===== src/rtl/dabt_pkg.sv =====
// ---------------------------------------------------------------------------
// dabt_pkg
// Types and constants shared by the admission table files.
// ---------------------------------------------------------------------------
package dabt_pkg;

	localparam int MAX_ENTRIES_DEF = 256;
	localparam int HASH_SLOTS_DEF  = 512;

	localparam logic [63:0] MIX_C1 = 64'hff51afd7ed558ccd;
	localparam logic [63:0] MIX_C2 = 64'hc4ceb9fe1a85ec53;
	localparam int          MIX_SHIFT = 33;

	localparam logic [1:0] OP_RESERVE  = 2'd0;
	localparam logic [1:0] OP_CONTAINS = 2'd1;
	localparam logic [1:0] OP_CLEAR    = 2'd2;

	localparam logic [2:0] DEC_RESERVED    = 3'd0;
	localparam logic [2:0] DEC_DUPLICATE   = 3'd1;
	localparam logic [2:0] DEC_ENTRY_LIMIT = 3'd2;
	localparam logic [2:0] DEC_BYTE_LIMIT  = 3'd3;
	localparam logic [2:0] DEC_UNAVAILABLE = 3'd4;

	localparam logic REG_BYTE_LIMIT  = 1'b0;
	localparam logic REG_ENTRY_LIMIT = 1'b1;

	// item handed from the hash front to the table back
	typedef struct packed {
		logic [1:0]  op;
		logic [63:0] key;
		logic [31:0] charge;
		logic [63:0] hash;
	} job_t;

	typedef enum logic [3:0] {
		ST_IDLE, ST_CLRSWEEP, ST_RDSLOT, ST_WAITSLOT, ST_CHKSLOT,
		ST_WAITKEY, ST_CHKKEY, ST_DECIDE, ST_OUT, ST_INITCLR
	} back_state_t;

	typedef enum logic [2:0] {
		FS_IDLE, FS_M1, FS_M1B, FS_M2, FS_M2B, FS_DONE
	} front_state_t;

endpackage


===== src/rtl/dabt_queue.sv =====
// ---------------------------------------------------------------------------
// dabt_queue
// Two-entry queue between the hash front and the table back.
// ---------------------------------------------------------------------------
module dabt_queue (
	input  logic           clk,
	input  logic           arst_n,
	input  logic           push_valid,
	output logic           push_ready,
	input  dabt_pkg::job_t push_data,
	output logic           pop_valid,
	input  logic           pop_ready,
	output dabt_pkg::job_t pop_data
);
	dabt_pkg::job_t buf_q [2];
	logic       wp_q, rp_q;
	logic [1:0] cnt_q;
	logic       push, pop;

	assign push_ready = (cnt_q != 2'd2);
	assign pop_valid  = (cnt_q != 2'd0);
	assign pop_data   = buf_q[rp_q];
	assign push = push_valid && push_ready;
	assign pop  = pop_valid && pop_ready;

	always_ff @(posedge clk or negedge arst_n) begin
		if (!arst_n) begin
			wp_q  <= 1'b0;
			rp_q  <= 1'b0;
			cnt_q <= 2'd0;
		end else begin
			if (push) wp_q <= ~wp_q;
			if (pop)  rp_q <= ~rp_q;
			cnt_q <= cnt_q + 2'(push) - 2'(pop);
		end
	end

	always_ff @(posedge clk) begin
		if (push) buf_q[wp_q] <= push_data;
	end
endmodule


===== config.mk =====
export PLATFORM = sky130hd
export DESIGN_NAME = dabt_queue
export DESIGN_NICKNAME = d
export VERILOG_FILES = /design/src/rtl/dabt_pkg.sv /design/src/rtl/dabt_queue.sv
export SDC_FILE = /design/constraint.sdc
export NUM_CORES = 1
export LEC_CHECK = 0
export BUFFER_PORTS_ARGS = -buffer_cell sky130_fd_sc_hd__buf_2
export CORE_MARGIN = 10
export CORE_UTILIZATION = 35
export DETAILED_ROUTE_END_ITERATION = 10
export PLACE_DENSITY = 0.59
export SKIP_CTS_REPAIR_TIMING = 1
export SLEW_MARGIN = 20
export SYNTH_ARGS = -nofsm -noshare
export SYNTH_HDL_FRONTEND = slang
export SYNTH_SLANG_ARGS = --single-unit

===== constraint.sdc =====
create_clock -name clk -period 8.25 [get_ports clk]
set_clock_uncertainty 0.15 [all_clocks]
set_input_delay 0.4125 -clock clk [delete_from_list [all_inputs] [get_ports clk]]
set_output_delay 0.4125 -clock clk [all_outputs]
set_load 0.02 [all_outputs]

==> metrics.txt, run 1 <==
YS warnings=0; critical path arrival=~3 ns; initial antenna violation count=0; PD cells=around 350 nW/um^2; CP max-delay cell=dfrtp_4; r2r endpoint=buf_q[0][82]; vias in the first global route=between 6000 and 7000; residual overflow from global routing=0; r2r startpoint=cnt_q[1]; WP data required=7.69 ns; Util after Layout=between 40% and 50%; DR pass1 iterations=6; Fmax=about 280 MHz; Final ANT Viol Nets=0; Die Y=between 200 and 250 um; most common cell after layout, fill and taps aside=buf_2; core box area=approximately 34000 um^2; HPWL Detailed=around 18 mm; Final Cycle Share=43.73%; starting density of the core=35.37%; Leakage=about 6.6 nW; synthesized cell area=approximately 12000 um^2; Mean Syn Cell Area=23.34 um^2; Detailed Route Iter0 Violations=between 300 and 400; TritonCTS clock tree=built; Total Wirelength=27.86 mm; Post-route DRC=0; largest net degree at the start of global routing=71; max-slew violation count=0; R2R depth=5; Seq cells post-synth=about 330; CP cell instances=buf_4, mux2_2, buf_2; Final Wtd Congestion=between 0.7 and 0.8; first-pass GRT wire length=~39 mm; Clock Sinks=about 330; commonest cells after routing, fill and taps aside=329 x buf_2, 324 x edfxtp_1, 163 x dlygate4sd3_1, 92 x mux2_2, 70 x mux2_4; PnR worst setup slack=~4.6 ns; DR vias/cell=between 4 and 5; Worst setup EP type=primary output; Layout Cells excl Fill=roughly 1500; Die W=between 200 and 250 um; outcome=complete, no violations; Max FO, Critical Path=between 60 and 70; Largest stage delay, worst path=about 0.97 ns; Layout area overhead=40.04%; Routed wire per std cell=roughly 18 um; Seq/Total Area, Yosys=between 80% and 90%; share of layout cells above drive strength 1=51.64%; NumNets Final=around 1200; Cell variety after synth=16; RSZ-0062 raised after global routing=no; worst slack at placement=roughly 5.1 ns; via count=about 6700; Placed Cells=~1300; I/O Pins=330; I/O Buffers=~330; Setup TNS Final=0 ns; Final Setup Violations=0; GRT Total Usage=a little under an eighth; site row count=68; clk root buf=clkbuf_16; Fin Hold WS=between 0.05 and 0.06 ns; # diodes=0; syn_nets=around 690; Worst-Skew Late Latency=0.53 ns; worst min path class=in -> async; startpoint types=flip-flop; number of max-cap violations=0; Worst IR Drop VDD=between 0.2 and 0.25 mV; Num CTS Buffers=36; htree depth=2; Tmin final=3.608 ns; Worst Tran Pin Value=1.025 ns; die area=about 43000 um^2; Synth Instances=521; setup slack, reg-to-reg=5.55 ns; Fin. Hold Viols=0; clock slew at reported path FFs=0.06 ns; clock tree buffer depth=3; Slew HR=a little under a third; critical path class=reg -> out
Yosys cell counts:
master    count  area, um^2
xnor2_1       3       26.28
dfrtp_1       4       100.1
or2_2         1       6.260
buf_6         9       101.4
mux2_2       92        1036
nor2_1        1       3.750
nand2_1       1       3.750
and2_1        1       6.260
and3_1        1       6.260
edfxtp_1    324        9729
nand2b_1      1       6.260
mux2_4       70        1051
ha_1          2       25.02
inv_1         1       3.750
xor2_1        1       8.760
buf_2         9       45.04
metrics by stage:
step / total power, mW / area (um^2)
4_1_cts: 5.947 / 15400
3_5_place_dp: 4.422 / 14300
2_1_floorplan: 3.847 / 12160
3_3_place_gp: 4.407 / 14300
5_1_grt: 6.204 / 17030
6_report: 5.906 / 17030
per-layer routing:
metal  global-route usage [%]  vias up  routed length [um]
met5                        0        -                   0
met4                    5.291        0                 683
met3                    4.687       41                2103
met2                    19.39      218               14170
met1                    13.85     3306               10900
li1                         -     3124                   -
power by group:
group / switching [mW] / internal, mW
sequential: 0.137 / 2.28
clock: 0.612 / 0.886
combinational: 1.16 / 0.827
total: 1.91 / 4.00
area by class of cell:
type | count | area, um^2
fill | 2881 | 17350
clock buffer | 47 | 963.4
clock inverter | 16 | 135.1
tap | 455 | 569.3
multi-input combinational | 174 | 2192
inverter | 1 | 3.754
sequential | 328 | 9833
timing repair buffer | 499 | 3331
flip-flops by register name (all words and copies together) (netlist names):
register,count
wp_q,1
buf_q,324
cnt_q,2
rp_q,1
kinds of logic (layout without fill, tap and decap cells):
group / count (synthesis) / in the layout / share of synthesized area, %
adder cells (fa/ha/maj): 2 / 2 / 0.2058
flip-flops: 328 / 328 / 80.84
buffers and inverters: 19 / 563 / 1.235
XOR/XNOR: 4 / 4 / 0.2882
AND/OR/NAND/NOR: 6 / 6 / 0.2676
multiplexers: 162 / 162 / 17.16
how the worst max path moves through the flow:
stage | from | endpoint
2_1_floorplan | cnt_q[1] | buf_q[0][0]
3_3_place_gp | rp_q | pop_data[49]
3_5_place_dp | rp_q | pop_data[49]
4_1_cts | rp_q | pop_data[49]
5_1_grt | rp_q | pop_data[49]
6_report | rp_q | pop_data[49]
critical path, delay by kind of cell (launching register included):
| kind | cells | cell delay [ns] |
|---|---|---|
| flops | 1 | 0.97 |
| buf+inv | 2 | 0.98 |
| mux | 1 | 0.44 |
Note: power is estimated with default switching activity, not from simulation.
==> inputs of run 2 (changes only) <==
--- a/config.mk
+++ b/config.mk
@@ -9,7 +9,7 @@
 export CORE_MARGIN = 10
 export CORE_UTILIZATION = 35
 export DETAILED_ROUTE_END_ITERATION = 10
-export PLACE_DENSITY = 0.59
+export PLACE_DENSITY = 0.57
 export SKIP_CTS_REPAIR_TIMING = 1
 export SLEW_MARGIN = 20
 export SYNTH_ARGS = -nofsm -noshare
==> constraint.sdc (replaced) <==
create_clock -name clk -period 3.6 [get_ports clk]
set_clock_uncertainty 0.15 [all_clocks]
set_input_delay 0.18 -clock clk [delete_from_list [all_inputs] [get_ports clk]]
set_output_delay 0.18 -clock clk [all_outputs]
set_load 0.02 [all_outputs]
==> run 2 against run 1 <==
Against the previous run:
- die area unchanged
- worst setup slack worse by 3.6 ns
- final area up 0.48%
- total power up 130%
- via count up 0.25%
- sequential power up 120%
- largest cell class unchanged
- global-route usage about the same
- critical endpoint is now pop_data[4]
- highest routed layer is now met5
==> metrics.txt, run 2 (synthesized netlist as in run 1, its figures left out) <==
worst min path class=in -> reg; WL met2=13.85 mm; metal3 WL=between 2 and 2.5 mm; Worst IR Drop VDD=between 0.5 and 0.6 mV; Final Cycle Share=between 70% and 80%; I/O Buffers=329; Fin Hold WS=~0.26 ns; clock slew at reported path FFs=0.06 ns; Layout area overhead=40.71%; PnR worst setup slack=approximately 1.1 ns; via count=6706; critical path class=reg -> out; number of max-cap violations=0; area of the multi-input gates=2207 um^2; biggest registers after layout=buf_q: 324 flops, cnt_q: 2 flops; share of layout cells above drive strength 1=between 50% and 60%; initial antenna violation count=4; first-pass GRT wire length=slightly below 40 mm; vias in the first global route=roughly 6500; Final ANT Viol Nets=0; Worst setup EP type=primary output; htree depth=2; clock tree buffer depth=3; Die Y=approximately 210 um; Util after Layout=between 40% and 50%; Slew HR=around 42%; clk root buf=clkbuf_16; total power=13.43 mW; RSZ-0062 raised after global routing=no; Leakage=6.610 nW; max-slew violation count=0; NumNets Final=1214; Placed Cells=roughly 1300; TritonCTS clock tree=built; met1 WL=between 10 and 15 mm; Total Wirelength=approximately 28 mm; HPWL Detailed=between 15 and 20 mm; Routed wire per std cell=18.50 um; residual overflow from global routing=0; Fin. Hold Viols=0; DR vias/cell=4.392; DR pass1 iterations=4; Die W=~210 um; startpoint types=flip-flop; Register Area=9833 um^2; die area=about 43000 um^2; Final Setup Violations=0; Fmax=about 400 MHz; final instance area=approximately 17000 um^2; commonest cells after routing, fill and taps aside=329 x buf_2, 324 x edfxtp_1, 166 x dlygate4sd3_1, 92 x mux2_2, 70 x mux2_4; uppermost layer routed=met5; Clock Sinks=around 330; Final Wtd Congestion=0.7108; Max FO, Critical Path=100; max reg flops=324; PD cells=a little under 800 nW/um^2; largest net degree at the start of global routing=about 100; GRT Total Usage=about an eighth; outcome=complete, no violations; WP data required=about 3.3 ns; Tmin final=roughly 2.5 ns; I/O Pins=between 300 and 400; Largest Register=buf_q; Worst Tran Pin Value=0.8674 ns; Detailed Route Iter0 Violations=273; Post-route DRC=0; Worst-Skew Late Latency=a little under 0.5 ns; site row count=between 60 and 70; starting density of the core=between 30% and 40%; DP Area=around 14000 um^2; Fillers=between 2000 and 3000; Layout Cells excl Fill=roughly 1500; worst slack at placement=~1.4 ns; Num CTS Buffers=35; core box area=between 30000 and 40000 um^2; critical path arrival=2.19 ns; Setup TNS Final=0 ns; most common cell after layout, fill and taps aside=buf_2
==> run 2: final cells by class <==
cell class                      count  area share, %
Antenna cell                        3        0.04388
Clock buffer                       45          5.587
Clock inverter                     15         0.3876
Inverter                            1        0.02194
Multi-Input combinational cell    174          12.90
Sequential cell                   328          57.47
Tap cell                          455          3.327
Timing Repair Buffer              506          20.26
==> run 2: final timing paths <==
path                                from             to  slack [ns]  depth (start not counted)
min in group asynchronous         arst_n           rp_q        0.49                          3
max reg2reg                     cnt_q[0]  buf_q[0][145]        1.45                          4
max in group asynchronous         arst_n           rp_q        2.60                          3
min                        push_data[97]   buf_q[1][97]        0.26                          2
max                                 rp_q    pop_data[4]        1.08                          3
min reg2reg                     cnt_q[0]       cnt_q[0]        0.40                          1
==> run 2: metal layers <==
| metal | vias up | GRT usage (%) |
|---|---|---|
| met5 | - | 0 |
| met4 | 2 | 2.945 |
| met3 | 40 | 5.000 |
| met2 | 223 | 19.56 |
| met1 | 3310 | 14.28 |
| li1 | 3131 | - |
==> run 2: power by group <==
| part | switching [mW] | internal, mW |
|---|---|---|
| logic | 2.83 | 2.00 |
| registers | 0.185 | 5.22 |
| clock network | 1.34 | 1.86 |
==> run 2: critical path, stage by stage, from the launching register on <==
cell and delay (ns):
dfrtp_4 0.44, buf_12 0.43, mux2_2 0.41, buf_2 0.17
