==> src/rtl/dabt_pkg.sv <==
// ---------------------------------------------------------------------------
// dabt_pkg
// Types and constants shared by the admission table files.
// ---------------------------------------------------------------------------
package dabt_pkg;

	localparam int MAX_ENTRIES_DEF = 256;
	localparam int HASH_SLOTS_DEF  = 512;

	localparam logic [63:0] MIX_C1 = 64'hff51afd7ed558ccd;
	localparam logic [63:0] MIX_C2 = 64'hc4ceb9fe1a85ec53;
	localparam int          MIX_SHIFT = 33;

	localparam logic [1:0] OP_RESERVE  = 2'd0;
	localparam logic [1:0] OP_CONTAINS = 2'd1;
	localparam logic [1:0] OP_CLEAR    = 2'd2;

	localparam logic [2:0] DEC_RESERVED    = 3'd0;
	localparam logic [2:0] DEC_DUPLICATE   = 3'd1;
	localparam logic [2:0] DEC_ENTRY_LIMIT = 3'd2;
	localparam logic [2:0] DEC_BYTE_LIMIT  = 3'd3;
	localparam logic [2:0] DEC_UNAVAILABLE = 3'd4;

	localparam logic REG_BYTE_LIMIT  = 1'b0;
	localparam logic REG_ENTRY_LIMIT = 1'b1;

	// item handed from the hash front to the table back
	typedef struct packed {
		logic [1:0]  op;
		logic [63:0] key;
		logic [31:0] charge;
		logic [63:0] hash;
	} job_t;

	typedef enum logic [3:0] {
		ST_IDLE, ST_CLRSWEEP, ST_RDSLOT, ST_WAITSLOT, ST_CHKSLOT,
		ST_WAITKEY, ST_CHKKEY, ST_DECIDE, ST_OUT, ST_INITCLR
	} back_state_t;

	typedef enum logic [2:0] {
		FS_IDLE, FS_M1, FS_M1B, FS_M2, FS_M2B, FS_DONE
	} front_state_t;

endpackage

==> src/rtl/dabt_if.sv <==
// ---------------------------------------------------------------------------
// dabt_in_if / dabt_out_if
// Valid/ready channels for items and results.
// ---------------------------------------------------------------------------
interface dabt_in_if;
	logic        valid;
	logic        ready;
	logic [1:0]  op;
	logic [63:0] key;
	logic [31:0] charge_bytes;
	modport source (output valid, op, key, charge_bytes, input ready);
	modport sink (input valid, op, key, charge_bytes, output ready);
endinterface


==> src/rtl/dabt_front.sv <==
// ---------------------------------------------------------------------------
// dabt_front
// Accepts items and computes the murmur finalizer hash. Each 64x64 product
// keeps its low 64 bits from three 32x32 partial products.
// ---------------------------------------------------------------------------
module dabt_front (
	input  logic          clk,
	input  logic          arst_n,
	dabt_in_if.sink       in_ch,
	output logic          job_valid,
	input  logic          job_ready,
	output dabt_pkg::job_t job
);
	dabt_pkg::front_state_t state_q;
	logic [1:0]  op_q;
	logic [63:0] key_q, h_q, cst_q;
	logic [31:0] charge_q;
	logic [63:0] lo_q, mid_q;
	logic [63:0] mul_a, mul_b;

	assign in_ch.ready = (state_q == dabt_pkg::FS_IDLE);
	assign job_valid   = (state_q == dabt_pkg::FS_DONE);
	assign job.op      = op_q;
	assign job.key     = key_q;
	assign job.charge  = charge_q;
	assign job.hash    = h_q;

	// low-half partial products, registered
	assign mul_a = 64'(h_q[31:0]) * 64'(cst_q[31:0]);
	assign mul_b = 64'(h_q[31:0]) * 64'(cst_q[63:32]);

	always_ff @(posedge clk or negedge arst_n) begin
		if (!arst_n) begin
			state_q <= dabt_pkg::FS_IDLE;
		end else begin
			case (state_q)
				dabt_pkg::FS_IDLE: if (in_ch.valid) state_q <= dabt_pkg::FS_M1;
				dabt_pkg::FS_M1:   state_q <= dabt_pkg::FS_M1B;
				dabt_pkg::FS_M1B:  state_q <= dabt_pkg::FS_M2;
				dabt_pkg::FS_M2:   state_q <= dabt_pkg::FS_M2B;
				dabt_pkg::FS_M2B:  state_q <= dabt_pkg::FS_DONE;
				dabt_pkg::FS_DONE: if (job_ready) state_q <= dabt_pkg::FS_IDLE;
				default:           state_q <= dabt_pkg::FS_IDLE;
			endcase
		end
	end

	always_ff @(posedge clk) begin
		case (state_q)
			dabt_pkg::FS_IDLE: begin
				op_q     <= in_ch.op;
				key_q    <= in_ch.key;
				charge_q <= in_ch.charge_bytes;
				h_q      <= in_ch.key ^ (in_ch.key >> dabt_pkg::MIX_SHIFT);
				cst_q    <= dabt_pkg::MIX_C1;
			end
			dabt_pkg::FS_M1, dabt_pkg::FS_M2: begin
				lo_q  <= mul_a;
				mid_q <= mul_b;
			end
			dabt_pkg::FS_M1B, dabt_pkg::FS_M2B: begin
				// add the cross term h_hi*c_lo, then shift-xor
				h_q <= ({lo_q[63:32] + mid_q[31:0]
					+ 32'(h_q[63:32] * cst_q[31:0]), lo_q[31:0]})
					^ ({lo_q[63:32] + mid_q[31:0]
					+ 32'(h_q[63:32] * cst_q[31:0]), lo_q[31:0]}
					>> dabt_pkg::MIX_SHIFT);
				cst_q <= dabt_pkg::MIX_C2;
			end
			default: ;
		endcase
	end
endmodule

==> src/flat_wrapper.sv <==
// flat-port wrapper written by rule: the top's interface ports become plain ports
module dabt_front_flat 
  (clk, arst_n, job_valid, job_ready, job, in_ch_valid, in_ch_op, in_ch_key, in_ch_charge_bytes, in_ch_ready);
  dabt_in_if in_ch_i ();
  input  logic clk;
  input  logic arst_n;
  output logic job_valid;
  input  logic job_ready;
  output dabt_pkg::job_t job;
  input wire logic [$bits(in_ch_i.valid)-1:0] in_ch_valid;
  input wire logic [$bits(in_ch_i.op)-1:0] in_ch_op;
  input wire logic [$bits(in_ch_i.key)-1:0] in_ch_key;
  input wire logic [$bits(in_ch_i.charge_bytes)-1:0] in_ch_charge_bytes;
  output wire logic [$bits(in_ch_i.ready)-1:0] in_ch_ready;
  assign in_ch_i.valid = in_ch_valid;
  assign in_ch_i.op = in_ch_op;
  assign in_ch_i.key = in_ch_key;
  assign in_ch_i.charge_bytes = in_ch_charge_bytes;
  assign in_ch_ready = in_ch_i.ready;
  dabt_front u_core (.clk(clk), .arst_n(arst_n), .in_ch(in_ch_i), .job_valid(job_valid), .job_ready(job_ready), .job(job));
endmodule
==> config.mk <==
export PLATFORM = sky130hd
export DESIGN_NAME = dabt_front_flat
export DESIGN_NICKNAME = d
export VERILOG_FILES = /design/src/rtl/dabt_pkg.sv /design/src/rtl/dabt_if.sv /design/src/rtl/dabt_front.sv /design/src/flat_wrapper.sv
export SDC_FILE = /design/constraint.sdc
export NUM_CORES = 2
export LEC_CHECK = 0
export BUFFER_PORTS_ARGS = -buffer_cell sky130_fd_sc_hd__buf_2
export CAP_MARGIN = 20
export CORE_UTILIZATION = 60
export DETAILED_ROUTE_END_ITERATION = 7
export PLACE_DENSITY = 0.78
export SLEW_MARGIN = 20
export SYNTH_ARGS = -nofsm -noshare
export SYNTH_HDL_FRONTEND = slang
export SYNTH_SLANG_ARGS = --single-unit
==> constraint.sdc <==
create_clock -name clk -period 10.1 [get_ports clk]
set_clock_uncertainty 0.2 [all_clocks]
set_input_delay 1.01 -clock clk [delete_from_list [all_inputs] [get_ports clk]]
set_output_delay 1.01 -clock clk [all_outputs]
set_load 0.01 [all_outputs]
==> qor.txt <==
CELLS AND AREA
--------------------------------------------------------------------------------
Share of cells above drive strength 1 .............................       0.0838
Area growth from synthesis to final layout ........................        8.07%
Nets ..............................................................         7774

ROUTING
--------------------------------------------------------------------------------
Detailed-route wire length ........................................       206 mm
DRC violations left ...............................................            0
Average wire per cell in the routed design ........................      29.7 um
Overall via count from detail_route ...............................        40100
Drt first-iter violations .........................................         4383
Via count normalized by instance count ............................         5.79
Count of antenna-violating nets left after detailed routing .......            0
Pre-Repair DR Iteration Count .....................................            5

STA
--------------------------------------------------------------------------------
Accumulated negative setup slack ..................................         0 ns
Setup slack after layout ..........................................     0.168 ns
Final setup violation count .......................................            0
Slew Viols, Final .................................................            0
Final period util .................................................        0.983
Highest clock frequency the design can meet .......................      101 MHz
Worst slew margin .................................................        0.173
Shortest period the worst path allows .............................      9.93 ns
RSZ-0062 raised after global routing ..............................           no
Transition time of the tightest slew-check pin ....................      1.24 ns
Final count of hold timing violations .............................            0

YOSYS
--------------------------------------------------------------------------------
Commonest cells in the netlist .................................... inv_1, fa_1, ha_1, nand2_1, edfxtp_1
Fraction of post-synthesis cell area in the top cell type by area .        0.447
Async S/R FF share, synth .........................................       0.0114
Post-synth design cell area .......................................  57600 sq um
Sequential cell area fraction in the yosys report .................        0.137
Synthesis Warnings ................................................            0
Main flop type after synthesis ....................................     edfxtp_1
Library cells used by synthesis ...................................           72
Largest cells by area after synthesis ............................. fa_1, ha_1, edfxtp_1
Top cell type by total area after synthesis .......................         fa_1
Number of flip-flops and latches in the synthesized netlist .......          263
Post-Syn Area per Cell ............................................   10.9 sq um
EDFF count, synth .................................................          260
Most instantiated library cell after synthesis ....................        inv_1
Syn Inst Count ....................................................         5284
Post-Syn Nets .....................................................         7412

CTS
--------------------------------------------------------------------------------
TritonCTS buffer count ............................................           28
CTS tree ..........................................................        built
Resized Gates After CTS ...........................................            0
Maximum count of clock buffers along a single path ................            3
H-tree depth reported by CTS ......................................            1
Clock tree sinks ..................................................          263
Clock latency reported for the late side of the worst-skew pair ...      0.60 ns
Clock root buffer master ..........................................    clkbuf_16
Worst-path clk slew ...............................................      0.09 ns

CRITICAL PATH
--------------------------------------------------------------------------------
Largest fanout of any net on the critical path ....................           15
Depth of the worst register-to-register path ......................           26
Endpoint of the worst setup timing path ........................... u_core.mid_q[31]
Count of cell instances traversed by the critical path ............           26
Launch point of the worst path .................................... u_core.cst_q[60]
Internal reg-to-reg setup slack ...................................      0.17 ns
Total buffers and inverters traversed by the critical path ........            4
Slowest CP cell ...................................................     edfxtp_1
Most common cell on crit path .....................................         fa_1
Type of destination of the critical path ..........................         flop
Startpoint types ..................................................         flop
Slowest Stage Delay on Critical Path ..............................      0.80 ns
Endpoint of the most critical register-to-register path ........... u_core.mid_q[31]
Critical path required time .......................................     10.23 ns
Startpoint of the worst register-to-register path ................. u_core.cst_q[60]
Critical path's top delay family ..................................  adder cells
CP Class ..........................................................      reg2reg
CP arrival ........................................................     10.06 ns

PLACED DESIGN
--------------------------------------------------------------------------------
Port Buffer Count .................................................          265
Gpl congestion ....................................................         1.11
Dpl hpwl ..........................................................       183 mm
Pre-CTS setup slack ...............................................     0.512 ns

GLOBAL ROUTE
--------------------------------------------------------------------------------
Pin count of the biggest net entering global routing ..............           71
Grt total ovfl ....................................................            0
Global-route total usage across every layer .......................        0.437
Vias in the first global route ....................................        42400
Initial antenna violation count ...................................            8
Wire length of the first global-routing pass ......................       297 mm

MIN PATH
--------------------------------------------------------------------------------
Path class of the lowest-slack min-delay path .....................      reg2reg

FLOORPLAN
--------------------------------------------------------------------------------
Initial core utilization ..........................................        0.606
Floorplan row count ...............................................          113
Die area ..........................................................  97300 sq um
DIE HEIGHT ........................................................       312 um
IO Count ..........................................................          266
DIE WIDTH .........................................................       312 um
Core area .........................................................  95000 sq um

RUN
--------------------------------------------------------------------------------
Max Cap Viol ......................................................            0

STATUS
--------------------------------------------------------------------------------
Outcome ........................................................... finished, final reports clean

## layout make-up
class                      instances  area (sq um)
antenna                            2          5.00
clock buffer                      30           708
clock inverter                    22           233
fill                            7629         32700
inverter                        1595          5990
multi-input combinational       3359         43500
sequential                       263          7880
tap                             1265          1580
timing repair buffer             399          2350
## tightest hold or removal path, stage by stage (launching register included)
cell and delay [ns]:
edfxtp_1 0.33, nand2_1 0.06, nand2_1 0.05
## flip-flops by register name, summed over array words and instances (netlist names)
name             count
u_core.key_q        64
u_core.state_q       3
u_core.mid_q        32
u_core.lo_q         64
u_core.charge_q     32
u_core.cst_q         2
u_core.op_q          2
u_core.h_q          64
## cells by family (layout without fill, tap and decap cells)
group / count (synthesis) / after routing / synth area share
buffers and inverters: 1662 / 2046 / 0.108
XOR/XNOR: 340 / 340 / 0.0532
AO/OA/AOI/OAI: 437 / 437 / 0.0496
adder cells (fa/ha/maj): 2026 / 2026 / 0.608
AND/OR/NAND/NOR: 552 / 552 / 0.0437
flip-flops: 263 / 263 / 0.137
multiplexers: 4 / 4 / 0.000760
other: 0 / 2 / 0
## how the worst min path moves through the flow
| stage | startpoint | endpoint | slack, ns | cells past startpoint |
|---|---|---|---|---|
| after floorplan | u_core.lo_q[31] | u_core.h_q[31] | 0.28 | 2 |
| after detailed placement | u_core.lo_q[31] | u_core.h_q[31] | 0.33 | 2 |
| after global routing | u_core.lo_q[31] | u_core.h_q[31] | 0.35 | 2 |
| final | u_core.lo_q[31] | u_core.h_q[31] | 0.33 | 2 |
| after CTS | u_core.lo_q[31] | u_core.h_q[31] | 0.34 | 2 |
| after global placement | u_core.lo_q[31] | u_core.h_q[31] | 0.31 | 2 |
## cell usage in the layout (no fill, tap or decap), types with 6 or more instances in the layout
cell       count
nand3_1       17
nor3_1        10
nand4_1       13
clkbuf_16     28
edfxtp_1     260
buf_4        132
or2_2         10
nand2_1      287
o21bai_1      42
clkinv_1       9
a21o_1        85
fa_1        1287
and2_1        63
xor2_1        91
o21a_1        14
ha_1         739
buf_2        265
xnor2_1      243
nor2_1        82
inv_1       1587
o21ai_0       92
a21oi_1      110
and3_1        22
nor2b_1       12
a211oi_1      12
a31oi_1       10
nand2b_1      19
o211ai_1       6
## repair_timing
item | in CTS | in global routing
hold buffers | 1 | 0
endpoints found under the setup margin | 0 | 0
buffers inserted | 0 | 0
endpoints found under the hold margin | 3 | 0
## metal layers
layer | GRT usage | part of all wire
met1 | 0.603 | 0.39
met2 | 0.640 | 0.43
met3 | 0.108 | 0.11
met4 | 0.233 | 0.069
met5 | 0 | 0.00017
## through the flow
| stage | utilization | area, sq um | hold WS (ns) | std cells |
|---|---|---|---|---|
| 2_1_floorplan | - | 57600 | 0.284 | 5284 |
| 3_3_place_gp | 0.645 | 61300 | 0.311 | 6880 |
| 3_5_place_dp | 0.645 | 61300 | 0.331 | 6880 |
| 6_report | 0.655 | 62300 | 0.334 | 6935 |
| 4_1_cts | 0.655 | 62300 | 0.337 | 6933 |
| 5_1_grt | 0.655 | 62300 | 0.349 | 6933 |
Power is left out: the tool's default activity adds up to more than one toggle a clock period on the data nets, which glitch-free logic cannot reach.
